$ cat config.mk
export PLATFORM = sky130hd
export DESIGN_NAME = laser_module_serial_frame_engine_flat
export DESIGN_NICKNAME = d
export VERILOG_FILES = /design/src/sv/lmsfe_pkg.sv /design/src/sv/lmsfe_if.sv /design/src/sv/lmsfe_res_queue.sv /design/src/sv/laser_module_serial_frame_engine.sv /design/src/flat_wrapper.sv
export SDC_FILE = /design/constraint.sdc
export NUM_CORES = 1
export LEC_CHECK = 0
export BUFFER_PORTS_ARGS = -buffer_cell sky130_fd_sc_hd__buf_2
export CAP_MARGIN = 20
export CORE_UTILIZATION = 61
export CTS_CLUSTER_SIZE = 14
export DETAILED_ROUTE_END_ITERATION = 6
export GPL_ROUTABILITY_DRIVEN = 0
export PLACE_DENSITY = 0.8
export SLEW_MARGIN = 5
export SYNTH_ARGS = -nofsm -noshare
export SYNTH_HDL_FRONTEND = slang
export SYNTH_HIERARCHICAL = 1
export SYNTH_SLANG_ARGS = --single-unit
$ cat constraint.sdc
create_clock -name i_clk -period 7.2 [get_ports i_clk]
set_clock_uncertainty 0.2 [all_clocks]
set_input_delay 0.72 -clock i_clk [delete_from_list [all_inputs] [get_ports i_clk]]
set_output_delay 0.72 -clock i_clk [all_outputs]
set_load 0.005 [all_outputs]
$ cat src/sv/lmsfe_pkg.sv
// Package with the shared types, codes and checksum function of the laser frame engine.
package lmsfe_pkg;

    // Item kinds on the request channel.
    localparam logic [1:0] MODE_REQUEST = 2'd0;
    localparam logic [1:0] MODE_RX_BYTE = 2'd1;
    localparam logic [1:0] MODE_TICK    = 2'd2;

    // Result kinds.
    localparam logic KIND_CMD_BYTE   = 1'b0;
    localparam logic KIND_COMPLETION = 1'b1;

    // Completion status codes above the module status range.
    localparam logic [2:0] STATUS_COMM_ERR = 3'd4;
    localparam logic [2:0] STATUS_FAIL     = 3'd5;

    // Reset value of the timeout register and default result queue depth.
    localparam logic [15:0] TIMEOUT_RESET   = 16'd100;
    localparam int          RES_QUEUE_DEPTH = 4;

    // One queued result: a whole four-byte command frame or one completion.
    typedef struct packed {
        logic        kind;
        logic [31:0] frame;
        logic [2:0]  status;
        logic [15:0] read_data;
        logic        mismatch;
    } t_res_entry;

    // BIP-4 over a four-byte frame, ignoring the checksum nibble of byte 0.
    function automatic logic [3:0] bip4(input logic [31:0] f);
        logic [7:0] x;
        x = {4'h0, f[27:24]} ^ f[23:16] ^ f[15:8] ^ f[7:0];
        return x[7:4] ^ x[3:0];
    endfunction

endpackage

$ cat src/sv/lmsfe_if.sv
// Channel interfaces of the laser frame engine: requests, results and configuration.
interface lmsfe_req_if;
    logic        valid;
    logic        ready;
    logic [1:0]  mode;
    logic [7:0]  reg_addr;
    logic        write_en;
    logic [15:0] write_data;
    logic [7:0]  rx_byte;

    modport source (output valid, mode, reg_addr, write_en, write_data, rx_byte,
                    input ready);
    modport sink (input valid, mode, reg_addr, write_en, write_data, rx_byte,
                  output ready);
endinterface

interface lmsfe_res_if;
    logic        valid;
    logic        ready;
    logic        kind;
    logic [7:0]  tx_byte;
    logic        last;
    logic [2:0]  result_status;
    logic [15:0] read_data;
    logic        reg_mismatch;

    modport source (output valid, kind, tx_byte, last, result_status, read_data,
                    reg_mismatch, input ready);
    modport sink (input valid, kind, tx_byte, last, result_status, read_data,
                  reg_mismatch, output ready);
endinterface

interface lmsfe_cfg_if;
    logic        valid;
    logic        ready;
    logic [15:0] data;

    modport source (output valid, data, input ready);
    modport sink (input valid, data, output ready);
endinterface

$ cat src/sv/lmsfe_res_queue.sv
// Small result queue that holds command frames and completions in order.
module lmsfe_res_queue #(
    parameter int DEPTH = lmsfe_pkg::RES_QUEUE_DEPTH
) (
    input  logic                  i_clk,
    input  logic                  i_rst_n,
    input  logic                  i_push,
    input  lmsfe_pkg::t_res_entry i_data,
    input  logic                  i_pop,
    output logic                  o_full,
    output logic                  o_empty,
    output lmsfe_pkg::t_res_entry o_head
);
    localparam int PW = $clog2(DEPTH);
    localparam int CW = $clog2(DEPTH + 1);
    localparam logic [PW-1:0] LAST_PTR = PW'(DEPTH - 1);
    localparam logic [CW-1:0] FULL_CNT = CW'(DEPTH);

    lmsfe_pkg::t_res_entry r_mem [DEPTH];
    logic [PW-1:0] r_wr_ptr, n_wr_ptr;
    logic [PW-1:0] r_rd_ptr, n_rd_ptr;
    logic [CW-1:0] r_count, n_count;
    logic          push_ok;
    logic          pop_ok;

    assign o_full  = (r_count == FULL_CNT);
    assign o_empty = (r_count == '0);
    assign o_head  = r_mem[r_rd_ptr];
    assign push_ok = i_push && !o_full;
    assign pop_ok  = i_pop && !o_empty;

    // Pointer and fill count update.
    always_comb begin
        n_wr_ptr = r_wr_ptr;
        n_rd_ptr = r_rd_ptr;
        n_count  = r_count;
        if (push_ok) begin
            n_wr_ptr = (r_wr_ptr == LAST_PTR) ? '0 : r_wr_ptr + 1'b1;
        end
        if (pop_ok) begin
            n_rd_ptr = (r_rd_ptr == LAST_PTR) ? '0 : r_rd_ptr + 1'b1;
        end
        if (push_ok && !pop_ok) begin
            n_count = r_count + 1'b1;
        end else if (pop_ok && !push_ok) begin
            n_count = r_count - 1'b1;
        end
    end

    always_ff @(posedge i_clk) begin
        if (!i_rst_n) begin
            r_wr_ptr <= '0;
            r_rd_ptr <= '0;
            r_count  <= '0;
        end else begin
            r_wr_ptr <= n_wr_ptr;
            r_rd_ptr <= n_rd_ptr;
            r_count  <= n_count;
        end
    end

    // Storage is written in place; no reset needed for payload.
    always_ff @(posedge i_clk) begin
        if (push_ok) begin
            r_mem[r_wr_ptr] <= i_data;
        end
    end

    // The count never exceeds the depth.
    a_count_bound: assert property (@(posedge i_clk) disable iff (!i_rst_n)
        r_count <= FULL_CNT)
        else $error("result queue count above depth");

    // A push into a full queue without a pop leaves the count unchanged.
    a_full_hold: assert property (@(posedge i_clk) disable iff (!i_rst_n)
        (o_full && !i_pop) |=> o_full)
        else $error("result queue lost its full state");

    // Pointers differ whenever the queue is neither empty nor full.
    a_ptr_match: assert property (@(posedge i_clk) disable iff (!i_rst_n)
        (r_count != '0 && r_count != FULL_CNT) |-> (r_wr_ptr != r_rd_ptr))
        else $error("result queue pointers inconsistent with count");

endmodule

$ cat src/sv/laser_module_serial_frame_engine.sv
// Top level of the laser frame engine: protocol state, timeout and result formatting.
// Results of an accepted item are queued and leave on the result channel in order.
// Throughput: one item per cycle is accepted while the result queue has space.
// A request yields a four-byte command run that leaves at one byte per cycle while
// the result channel is ready; queue depth and that channel set the sustained rate.
// Reset is synchronous and active low: idle, queue empty, timeout back to 100 ticks.
module laser_module_serial_frame_engine #(
    parameter int RES_DEPTH = lmsfe_pkg::RES_QUEUE_DEPTH
) (
    input  logic        i_clk,
    input  logic        i_rst_n,
    lmsfe_req_if.sink   i_req,
    lmsfe_res_if.source o_res,
    lmsfe_cfg_if.sink   i_cfg
);
    logic        r_waiting, n_waiting;
    logic [1:0]  r_bytes_seen, n_bytes_seen;
    logic [23:0] r_shift, n_shift;
    logic [15:0] r_elapsed, n_elapsed;
    logic [7:0]  r_pending_reg, n_pending_reg;
    logic [15:0] r_timeout;
    logic [1:0]  r_byte_idx, n_byte_idx;

    lmsfe_pkg::t_res_entry push_data;
    lmsfe_pkg::t_res_entry head;
    logic        push;
    logic        pop;
    logic        q_full;
    logic        q_empty;
    logic        in_acc;
    logic [31:0] resp;
    logic [31:0] req_frame;
    logic [15:0] tick_count;

    assign i_req.ready = !q_full;
    assign i_cfg.ready = 1'b1;
    assign in_acc      = i_req.valid && i_req.ready;

    // Frames as they stand after this item.
    assign resp      = {r_shift, i_req.rx_byte};
    assign req_frame = {4'h0, i_req.write_en, 3'b000, i_req.reg_addr, i_req.write_data};
    assign tick_count = (r_elapsed == 16'hFFFF) ? r_elapsed : r_elapsed + 16'd1;

    // Protocol state update and result generation for one item.
    always_comb begin
        n_waiting     = r_waiting;
        n_bytes_seen  = r_bytes_seen;
        n_shift       = r_shift;
        n_elapsed     = r_elapsed;
        n_pending_reg = r_pending_reg;
        push          = 1'b0;
        push_data     = '0;
        if (in_acc) begin
            unique case (i_req.mode)
                lmsfe_pkg::MODE_REQUEST: begin
                    if (!r_waiting) begin
                        n_waiting       = 1'b1;
                        n_bytes_seen    = '0;
                        n_shift         = '0;
                        n_elapsed       = '0;
                        n_pending_reg   = i_req.reg_addr;
                        push            = 1'b1;
                        push_data.kind  = lmsfe_pkg::KIND_CMD_BYTE;
                        push_data.frame = {lmsfe_pkg::bip4(req_frame), req_frame[27:0]};
                    end
                end
                lmsfe_pkg::MODE_RX_BYTE: begin
                    if (r_waiting) begin
                        n_shift      = resp[23:0];
                        n_bytes_seen = r_bytes_seen + 2'd1;
                        if (r_bytes_seen == 2'd3) begin
                            n_waiting      = 1'b0;
                            push           = 1'b1;
                            push_data.kind = lmsfe_pkg::KIND_COMPLETION;
                            if (resp[31:28] != lmsfe_pkg::bip4(resp)) begin
                                push_data.status = lmsfe_pkg::STATUS_FAIL;
                            end else if (resp[27]) begin
                                push_data.status = lmsfe_pkg::STATUS_COMM_ERR;
                            end else begin
                                push_data.status    = {1'b0, resp[25:24]};
                                push_data.read_data = resp[15:0];
                                push_data.mismatch  = (resp[23:16] != r_pending_reg);
                            end
                        end
                    end
                end
                lmsfe_pkg::MODE_TICK: begin
                    if (r_waiting) begin
                        n_elapsed = tick_count;
                        if (tick_count >= r_timeout) begin
                            n_waiting        = 1'b0;
                            n_bytes_seen     = '0;
                            push             = 1'b1;
                            push_data.kind   = lmsfe_pkg::KIND_COMPLETION;
                            push_data.status = lmsfe_pkg::STATUS_FAIL;
                        end
                    end
                end
                default: begin
                end
            endcase
        end
    end

    always_ff @(posedge i_clk) begin
        if (!i_rst_n) begin
            r_waiting     <= 1'b0;
            r_bytes_seen  <= '0;
            r_shift       <= '0;
            r_elapsed     <= '0;
            r_pending_reg <= '0;
            r_timeout     <= lmsfe_pkg::TIMEOUT_RESET;
            r_byte_idx    <= '0;
        end else begin
            r_waiting     <= n_waiting;
            r_bytes_seen  <= n_bytes_seen;
            r_shift       <= n_shift;
            r_elapsed     <= n_elapsed;
            r_pending_reg <= n_pending_reg;
            r_byte_idx    <= n_byte_idx;
            if (i_cfg.valid && i_cfg.ready) begin
                r_timeout <= i_cfg.data;
            end
        end
    end

    lmsfe_res_queue #(
        .DEPTH (RES_DEPTH)
    ) u_queue (
        .i_clk   (i_clk),
        .i_rst_n (i_rst_n),
        .i_push  (push),
        .i_data  (push_data),
        .i_pop   (pop),
        .o_full  (q_full),
        .o_empty (q_empty),
        .o_head  (head)
    );

    // Result formatting: a queued command frame leaves as four bytes, most significant first.
    always_comb begin
        o_res.valid         = !q_empty;
        o_res.kind          = head.kind;
        o_res.tx_byte       = '0;
        o_res.last          = 1'b0;
        o_res.result_status = '0;
        o_res.read_data     = '0;
        o_res.reg_mismatch  = 1'b0;
        n_byte_idx          = r_byte_idx;
        pop                 = 1'b0;
        if (head.kind == lmsfe_pkg::KIND_CMD_BYTE) begin
            unique case (r_byte_idx)
                2'd0: o_res.tx_byte = head.frame[31:24];
                2'd1: o_res.tx_byte = head.frame[23:16];
                2'd2: o_res.tx_byte = head.frame[15:8];
                2'd3: o_res.tx_byte = head.frame[7:0];
                default: o_res.tx_byte = '0;
            endcase
            o_res.last = (r_byte_idx == 2'd3);
        end else begin
            o_res.result_status = head.status;
            o_res.read_data     = head.read_data;
            o_res.reg_mismatch  = head.mismatch;
        end
        if (o_res.valid && o_res.ready) begin
            if (head.kind == lmsfe_pkg::KIND_COMPLETION) begin
                pop = 1'b1;
            end else begin
                n_byte_idx = r_byte_idx + 2'd1;
                pop        = (r_byte_idx == 2'd3);
            end
        end
    end

    // After the last byte of a run is taken the next run starts at byte 0.
    a_idx_wrap: assert property (@(posedge i_clk) disable iff (!i_rst_n)
        (o_res.valid && o_res.ready && o_res.kind == lmsfe_pkg::KIND_CMD_BYTE
         && o_res.last) |=> (r_byte_idx == 2'd0))
        else $error("command byte index did not wrap");

    // Partial responses exist only while a transaction is open.
    a_bytes_waiting: assert property (@(posedge i_clk) disable iff (!i_rst_n)
        (r_bytes_seen != 2'd0) |-> r_waiting)
        else $error("response bytes counted while idle");

    // A completion never carries a command byte or the last mark.
    a_completion_clean: assert property (@(posedge i_clk) disable iff (!i_rst_n)
        (o_res.valid && o_res.kind == lmsfe_pkg::KIND_COMPLETION)
        |-> (o_res.tx_byte == 8'h00 && !o_res.last))
        else $error("completion carries command fields");

    // A request taken while busy leaves the pending register untouched.
    a_busy_request: assert property (@(posedge i_clk) disable iff (!i_rst_n)
        (in_acc && i_req.mode == lmsfe_pkg::MODE_REQUEST && r_waiting)
        |=> $stable(r_pending_reg))
        else $error("request while busy changed the pending register");

endmodule
$ cat src/flat_wrapper.sv
// flat-port wrapper written by rule: the top's interface ports become plain ports
module laser_module_serial_frame_engine_flat 
#(
    parameter int RES_DEPTH = lmsfe_pkg::RES_QUEUE_DEPTH
)
  (i_clk, i_rst_n, i_req_valid, i_req_mode, i_req_reg_addr, i_req_write_en, i_req_write_data, i_req_rx_byte, i_req_ready, o_res_valid, o_res_kind, o_res_tx_byte, o_res_last, o_res_result_status, o_res_read_data, o_res_reg_mismatch, o_res_ready, i_cfg_valid, i_cfg_data, i_cfg_ready);
  lmsfe_req_if i_req_i ();
  lmsfe_res_if o_res_i ();
  lmsfe_cfg_if i_cfg_i ();
  input  logic i_clk;
  input  logic i_rst_n;
  input wire logic [$bits(i_req_i.valid)-1:0] i_req_valid;
  input wire logic [$bits(i_req_i.mode)-1:0] i_req_mode;
  input wire logic [$bits(i_req_i.reg_addr)-1:0] i_req_reg_addr;
  input wire logic [$bits(i_req_i.write_en)-1:0] i_req_write_en;
  input wire logic [$bits(i_req_i.write_data)-1:0] i_req_write_data;
  input wire logic [$bits(i_req_i.rx_byte)-1:0] i_req_rx_byte;
  output wire logic [$bits(i_req_i.ready)-1:0] i_req_ready;
  output wire logic [$bits(o_res_i.valid)-1:0] o_res_valid;
  output wire logic [$bits(o_res_i.kind)-1:0] o_res_kind;
  output wire logic [$bits(o_res_i.tx_byte)-1:0] o_res_tx_byte;
  output wire logic [$bits(o_res_i.last)-1:0] o_res_last;
  output wire logic [$bits(o_res_i.result_status)-1:0] o_res_result_status;
  output wire logic [$bits(o_res_i.read_data)-1:0] o_res_read_data;
  output wire logic [$bits(o_res_i.reg_mismatch)-1:0] o_res_reg_mismatch;
  input wire logic [$bits(o_res_i.ready)-1:0] o_res_ready;
  input wire logic [$bits(i_cfg_i.valid)-1:0] i_cfg_valid;
  input wire logic [$bits(i_cfg_i.data)-1:0] i_cfg_data;
  output wire logic [$bits(i_cfg_i.ready)-1:0] i_cfg_ready;
  assign i_req_i.valid = i_req_valid;
  assign i_req_i.mode = i_req_mode;
  assign i_req_i.reg_addr = i_req_reg_addr;
  assign i_req_i.write_en = i_req_write_en;
  assign i_req_i.write_data = i_req_write_data;
  assign i_req_i.rx_byte = i_req_rx_byte;
  assign i_req_ready = i_req_i.ready;
  assign o_res_valid = o_res_i.valid;
  assign o_res_kind = o_res_i.kind;
  assign o_res_tx_byte = o_res_i.tx_byte;
  assign o_res_last = o_res_i.last;
  assign o_res_result_status = o_res_i.result_status;
  assign o_res_read_data = o_res_i.read_data;
  assign o_res_reg_mismatch = o_res_i.reg_mismatch;
  assign o_res_i.ready = o_res_ready;
  assign i_cfg_i.valid = i_cfg_valid;
  assign i_cfg_i.data = i_cfg_data;
  assign i_cfg_ready = i_cfg_i.ready;
  laser_module_serial_frame_engine #(.RES_DEPTH(RES_DEPTH)) u_core (.i_clk(i_clk), .i_rst_n(i_rst_n), .i_req(i_req_i), .o_res(o_res_i), .i_cfg(i_cfg_i));
endmodule
==> results of run 1 <==
## synthesized netlist by cell type, drive strengths merged (7+ instances only)
cell type	number	share of area
o21ai	21	0.0081
dfxtp	78	0.12
a21oi	34	0.013
nand4	7	0.0038
and2	77	0.037
buf	21	0.015
a222oi	8	0.0061
a21boi	27	0.016
xor2	12	0.0081
nand2	53	0.015
nor2	34	0.0098
mux2i	18	0.014
clkbuf	27	0.0078
o21a	11	0.0063
ha	32	0.031
and3	7	0.0034
xnor2	58	0.039
inv	32	0.0092
nor2b	18	0.0086
edfxtp	212	0.49
mux4	53	0.092
nand3	37	0.014
## worst max-delay path, stage by stage, from the launching register on
cell and delay, ns:
dfxtp_1 0.37, ha_1 0.26, nand3_1 0.20, nor3_2 0.11, a21oi_1 0.45, nand4_1 0.26
xnor2_1 0.19, ha_1 0.30, nand4_1 0.12, a2111oi_0 0.38, o31ai_1 0.17, or2_2 0.34
a311oi_1 0.24, nor2b_1 0.47, and2_2 0.71, buf_4 0.52
## cells by family after synthesis
group / after synthesis
AO/OA/AOI/OAI: 129
XOR/XNOR: 70
adder cells (fa/ha/maj): 33
buffers and inverters: 80
flip-flops: 290
multiplexers: 73
other: 2
AND/OR/NAND/NOR: 257
## through the flow
| step | utilization | std cells |
|---|---|---|
| floorplan | - | 945 |
| global placement | 0.6509 | 1269 |
| detailed placement | 0.6509 | 1269 |
| CTS | 0.6976 | 1322 |
| global route | 0.6983 | 1323 |
| finish | 0.6984 | 1324 |
## path summary, 6_finish.rpt
path,endpoint,depth (start not counted)
max,u_core/u_queue/r_mem[3][45],15
min,u_core/r_timeout[6],3
max reg2reg,u_core/u_queue/r_mem[3][45],15
min reg2reg,u_core/r_bytes_seen[1],2
## per-layer routing
metal | track usage | share of wire
met1 | 0.3309 | 0.41
met3 | 0.04356 | 0.063
met4 | 0.08557 | 0.029
met2 | 0.4432 | 0.50
met5 | 0 | 0
## layout make-up
| cell class | instances | area share |
|---|---|---|
| multi-input cells | 575 | 0.3234 |
| diodes | 1 | 0.0001710 |
| well taps | 275 | 0.02351 |
| clock inverters | 20 | 0.01616 |
| clock buffers | 33 | 0.05061 |
| flip-flops and latches | 290 | 0.5420 |
| inverters | 32 | 0.008207 |
| repair buffers | 98 | 0.03591 |
## power by group
group	switching [mW]	total (mW)	internal (mW)
clock	0.622	1.54	0.918
sequential	0.0148	1.82	1.80
combinational	0.114	0.208	0.0940
total	0.751	3.57	2.82
==> run metrics, run 1 <==
post-route cell area=0.01464 sq mm; IO Port Bufs=87; H-tree Lvls=1; worst-skew pair later-pin latency=0.55 ns; CTS tree=built; Pwr Density=243.6 mW/mm^2; Worst EP arrival=5.65 ns; largest family of logic cells by synthesized area=multiplexers; Synth Flop Type=edfxtp_1; Via density=5.977; Post-CTS Setup Inserts=0; WP data required=7.20 ns; vias in the first global route=7854; Largest register FFs=212; Synth Area in Simple Gates=0.1058; Setup Total Neg Slack=0 ns; I/O pin cnt=89; Final Cycle Share=0.7856; startpoint type of the worst setup path=flop; commonest non-fill, non-tap cell in the layout=edfxtp_1; Num CTS Buffers=29; Setup CP Type=flop to flop; commonest non-fill, non-tap cells in the layout=edfxtp_1 (212), buf_2 (87), dfxtp_1 (76), and2_1 (73), xnor2_1 (58); Leakage Power=5.133 nW; Synth Area in XOR/XNOR=0.04706; Post-synth EDFFs=212; hold_sp=i_cfg_data[6]; Least-Margin Pin Slew=0.9503 ns; via count=7914; Fmax=0.1768 GHz; reg2reg start=u_core/r_elapsed[0]; First-pass DRT Iterations=5; CP Capture Type=flop; Post-Synth Adder-Cell Area=0.03227; # rows=53; max_slew headroom=0.3665; first-pass GRT wire length=42520 um; unrepaired setup endpoints after global routing=no; Place WS=1.626 ns; antenna-violating nets left=0; Regs by FF count=u_core/u_queue/r_mem x212, u_core/r_shift x24; root buf cell=clkbuf_16; largest net degree at the start of global routing=72; Max-cap violations=0; Core Box Area=0.02096 sq mm; Final Hold Viols=0; DRT iter0 DRCs=690; placed inst area=0.01364 sq mm; clk sink count=290; gr usage total=0.2568; Reg with most FFs=u_core/u_queue/r_mem; nets@finish=1115; WL final=27780 um; initial antenna violation count=0; die area=0.02195 sq mm; FF+latch area=0.007933 sq mm; status=finished clean; Tmin final=5.656 ns; total power draw=3.566 mW; R2R Setup Slk=1.54 ns; post-synthesis compound-gate area fraction=0.06598; number of distinct library cells after synthesis=56; Finish-stage setup viols=0; area delta synth->final=12.34%; crit path from=u_core/r_elapsed[0]; routed len/inst=20.98 um; clk slew on worst S/H paths=0.06 ns; Mean Syn Cell Area=13.95 sq um; Syn Inst Count=934; Multi-input gate area=0.004733 sq mm; PostCTS Resize Cnt=0; setup ws final=1.544 ns; worst hold path class=primary input to flop; Synth async-reset ratio=0; Post-CTS Hold Buffers=0; Starting Density=0.6217; mux cell area share after synthesis=0.1080; post-synthesis sequential area ratio=0.6085; Max clock buf depth=3; worst hold slack=0.1832 ns; placed wire-length estimate=17160 um; Yosys reg bits=290; # DRC=0; ratio of cells with drive above 1 in the final layout=0.1947; peak supply drop=0.0001891 V; Mapped Area=0.01303 sq mm; Pins Over Slew Limit=0; Fillers=1384; total grt overflow=0; YS warnings=6; CP Max Fanout=31; DIE WIDTH=148.1 um; Die H=148.1 um
Power figures use the tool's default switching activity.
==> run 2, diff against run 1 <==
--- a/config.mk
+++ b/config.mk
@@ -5,13 +5,14 @@
 export SDC_FILE = /design/constraint.sdc
 export NUM_CORES = 1
 export LEC_CHECK = 0
+export ABC_AREA = 1
 export BUFFER_PORTS_ARGS = -buffer_cell sky130_fd_sc_hd__buf_2
 export CAP_MARGIN = 20
-export CORE_UTILIZATION = 61
+export CORE_UTILIZATION = 55
 export CTS_CLUSTER_SIZE = 14
 export DETAILED_ROUTE_END_ITERATION = 6
 export GPL_ROUTABILITY_DRIVEN = 0
-export PLACE_DENSITY = 0.8
+export PLACE_DENSITY = 0.76
 export SLEW_MARGIN = 5
 export SYNTH_ARGS = -nofsm -noshare
 export SYNTH_HDL_FRONTEND = slang
==> constraint.sdc (replaced) <==
create_clock -name i_clk -period 4.9 [get_ports i_clk]
set_clock_uncertainty 0.2 [all_clocks]
set_input_delay 0.49 -clock i_clk [delete_from_list [all_inputs] [get_ports i_clk]]
set_output_delay 0.49 -clock i_clk [all_outputs]
set_load 0.005 [all_outputs]
==> run 2 against run 1 <==
Against the previous run: power up 48%; clock power up 40%; synthesized cell count up 52%; sequential power up 47%; largest cell class unchanged; highest routed layer unchanged.
==> run metrics, run 2 <==
status=finished clean (unchanged); Largest register FFs=212 (unchanged); I/O pin cnt=89 (unchanged); CP Max Fanout=20 (was 31); nets@finish=1590 (was 1115); internal power=4.055 mW (was 2.815 mW); Mapped Area=0.01373 sq mm (was 0.01303 sq mm); Least-Margin Pin Slew=1.059 ns (was 0.9503 ns); # diodes=0 (was 1); Setup CP Type=flop to flop (unchanged); DIE WIDTH=160.0 um (was 148.1 um); Setup Total Neg Slack=0 ns (unchanged); placed wire-length estimate=19640 um (was 17160 um); global routing's busiest layer=met2 (unchanged); Finish-stage setup viols=0 (unchanged); GRT met2 Usage=0.4253 (was 0.4432); Num CTS Buffers=29 (unchanged); Reg with most FFs=u_core/u_queue/r_mem (unchanged); global-route track usage on met3=0.03247 (was 0.04356); top post-synthesis cells by area=edfxtp_1 (46%), dfxtp_1 (11%), nand2_1 (6.6%), o21ai_0 (4.9%), nor2_1 (4.8%) (was edfxtp_1 (49%), dfxtp_1 (12%), mux4_2 (8.6%), xnor2_1 (3.9%), and2_1 (3.7%)); Max clock buf depth=3 (unchanged); Fmax=0.2309 GHz (was 0.1768 GHz); combinational group share of total power=0.083 (was 0.058); R2R Setup Slk=0.57 ns (was 1.54 ns); CTS tree=built (unchanged); DRT iter0 DRCs=865 (was 690); Regs by FF count=u_core/u_queue/r_mem x212, u_core/r_shift x24 (unchanged); Mean Syn Cell Area=9.678 sq um (was 13.95 sq um); slowest CP cell=nor2_4 (was and2_2); Fillers=1952 (was 1384); total grt overflow=0 (unchanged); Place WS=0.6066 ns (was 1.626 ns); Pins Over Slew Limit=0 (unchanged); IO Port Bufs=87 (unchanged); Top Family by Delay on Critical Path=simple AND/OR/NAND/NOR gates (unchanged); area delta synth->final=12.28% (was 12.34%); Core Box Area=0.02439 sq mm (was 0.02096 sq mm); startpoint type of the worst setup path=flop (unchanged); WP data required=4.96 ns (was 7.20 ns); sequential share of power=0.508 (was 0.510); max_slew headroom=0.2930 (was 0.3665); post-synth top area share=0.4636 (was 0.4887); largest net degree at the start of global routing=73 (was 72); M1 GR Usage=0.3144 (was 0.3309); most numerous cell in the Yosys netlist=nand2_1 (was edfxtp_1); Yosys reg bits=290 (unchanged); Pwr Density=342.2 mW/mm^2 (was 243.6 mW/mm^2); antenna-violating nets left=0 (unchanged); NetSw=1.222 mW (was 750.7 uW); setup ws final=0.5687 ns (was 1.544 ns); Tmin final=4.331 ns (was 5.656 ns); Most Frequent Cell on Critical Path=nand2_1; First-pass DRT Iterations=5 (unchanged); Max-cap violations=0 (unchanged); # DRC=0 (unchanged); commonest non-fill, non-tap cell in the layout=nand2_1 (was edfxtp_1); WL final=31290 um (was 27780 um); Starting Density=0.5630 (was 0.6217); PostCTS Resize Cnt=0 (unchanged); number of distinct library cells after synthesis=43 (was 56); # rows=57 (was 53); root buf cell=clkbuf_16 (unchanged); Synth async-reset ratio=0 (unchanged); worst-skew pair later-pin latency=0.55 ns (about the same); critical path's largest stage delay=0.45 ns (was 0.71 ns); worst hold path class=primary input to flop (unchanged); commonest non-fill, non-tap cells in the layout=nand2_1 (243), edfxtp_1 (212), nor2_1 (173), inv_1 (148), o21ai_0 (134) (was edfxtp_1 (212), buf_2 (87), dfxtp_1 (76), and2_1 (73), xnor2_1 (58)); initial antenna violation count=0 (unchanged); first-pass GRT wire length=50010 um (was 42520 um); CP Capture Type=flop (unchanged); Worst EP arrival=4.39 ns (was 5.65 ns); die area=0.02560 sq mm (was 0.02195 sq mm); vias in the first global route=9941 (was 7854); Post-synth EDFFs=212 (unchanged); Via density=5.544 (was 5.977); peak supply drop=0.0002641 V (was 0.0001891 V); post-synthesis sequential area ratio=0.5773 (was 0.6085); Worst Path Buf+Inv=4 (was 1); post-synth top area cell=edfxtp_1 (unchanged); unrepaired setup endpoints after global routing=no (unchanged); clk slew on worst S/H paths=0.06 ns (about the same); clock share of power=0.408 (was 0.432); Core Util, Final=0.6322 (was 0.6984); cells along the critical path=ha_1 -> nand2_2 -> nor2_2 -> nand3_1 -> nor2_1 -> nand2_1 -> inv_1 -> nand4_1 -> and2_1 -> ha_1 -> nand2_1 -> nor3_1 -> nand2_1 -> nand3_1 -> nand2_1 -> nand3_1 -> nand2_1 -> inv_1 -> nand2_1 -> buf_4 -> nor2_4 -> buf_12 (was ha_1 -> nand3_1 -> nor3_2 -> a21oi_1 -> nand4_1 -> xnor2_1 -> ha_1 -> nand4_1 -> a2111oi_0 -> o31ai_1 -> or2_2 -> a311oi_1 -> nor2b_1 -> and2_2 -> buf_4); Syn Inst Count=1419 (was 934); Leakage Power=6.221 nW (was 5.133 nW); H-tree Lvls=1 (unchanged); switching share of power=0.2316 (was 0.2105); clk sink count=290 (unchanged); Die H=160.0 um (was 148.1 um); gr usage total=0.2451 (was 0.2568); via count=10250 (was 7914); YS warnings=6 (unchanged); ratio of cells with drive above 1 in the final layout=0.1444 (was 0.1947); routed len/inst=16.93 um (was 20.98 um); Synth top cells by count=nand2_1 (243), edfxtp_1 (212), nor2_1 (177), inv_1 (148), o21ai_0 (134) (was edfxtp_1 (212), dfxtp_1 (78), and2_1 (77), xnor2_1 (58), nand2_1 (53)); Synth Flop Type=edfxtp_1 (unchanged); Final Cycle Share=0.8839 (was 0.7856); Final Hold Viols=0 (unchanged)
==> run 2: cell types whose count changed in the layout (fill, tap and decap cells not counted), sizes merged, moves of 18 or more <==
cell	previous run	this run
a21boi	27	0
a21oi	34	90
and2	77	1
inv	33	156
mux2i	18	0
mux4	53	0
nand2	53	256
nor2	34	201
nor2b	18	0
o21ai	21	146
o22ai	2	53
xnor2	58	25
==> run 2: metrics by stage <==
stage / instances / area [sq um] / hold slack (ns) / total power [mW]
detailed placement: 1789 / 14440 / 0.2654 / 3.166
global placement: 1789 / 14440 / 0.2573 / 3.152
floorplan: 1430 / 13770 / 0.2347 / 3.020
global route: 1848 / 15420 / 0.02537 / 5.466
finish: 1848 / 15420 / 0.02715 / 5.277
CTS: 1847 / 15410 / 0.008210 / 5.309
==> run 2: area by class of cell <==
class / instances / area, sq um / area share
multi-input combinational: 920 / 4918 / 0.3190
timing repair buffer: 106 / 650.6 / 0.04219
clock buffer: 34 / 744.5 / 0.04828
tap: 324 / 405.4 / 0.02629
inverter: 154 / 583.1 / 0.03781
sequential: 290 / 7931 / 0.5144
clock inverter: 20 / 186.4 / 0.01209
==> run 2: path summary, 6_finish.rpt <==
| kind | start | to | cells after the start |
|---|---|---|---|
| max | u_core/r_elapsed[0] | u_core/u_queue/r_mem[0][32] | 22 |
| min | i_cfg_data[11] | u_core/r_timeout[11] | 3 |
| max reg2reg | u_core/r_elapsed[0] | u_core/u_queue/r_mem[0][32] | 22 |
| min reg2reg | u_core/r_bytes_seen[1] | u_core/r_bytes_seen[1] | 2 |
==> run 2: repair_timing <==
item,4_1_cts,5_1_grt
endpoints found under the setup margin,0,0
hold buffers,4,0
hold endpoints to repair,4,0
buffers inserted,0,0
==> run 2: logic make-up (layout without fill, tap and decap cells) <==
group / after synthesis / after routing / synth area share
fa+ha+maj: 33 / 33 / 0.03061
simple gates: 518 / 518 / 0.1599
xor+xnor: 48 / 48 / 0.03061
flops: 290 / 290 / 0.5773
buf+inv: 220 / 314 / 0.07024
other cells: 2 / 13 / 0.0005469
compound gates: 308 / 308 / 0.1308
==> run 2: worst reg2reg max path: stages (launching register included) <==
cell and delay (ns):
dfxtp_1 0.42, ha_1 0.22, nand2_2 0.07, nor2_2 0.14, nand3_1 0.13, nor2_1 0.19, nand2_1 0.09, inv_1 0.11
nand4_1 0.11, and2_1 0.16, ha_1 0.26, nand2_1 0.06, nor3_1 0.31, nand2_1 0.13, nand3_1 0.13, nand2_1 0.11
nand3_1 0.08, nand2_1 0.05, inv_1 0.09, nand2_1 0.07, buf_4 0.18, nor2_4 0.45, buf_12 0.25
==> run 2: metal layers <==
layer,wire length (um),up-vias
met5,0,-
met4,900,0
met3,1915,63
met2,15350,348
met1,13120,4903
li1,-,4932
==> run 2: power by group through the flow <==
stage | sequential (mW) | clock (mW) | combinational (mW)
finish | 2.68 | 2.16 | 0.440
global route | 2.69 | 2.29 | 0.495
CTS | 2.68 | 2.19 | 0.438
detailed placement | 2.73 | 0 | 0.432
global placement | 2.73 | 0 | 0.420
floorplan | 2.72 | 0 | 0.297
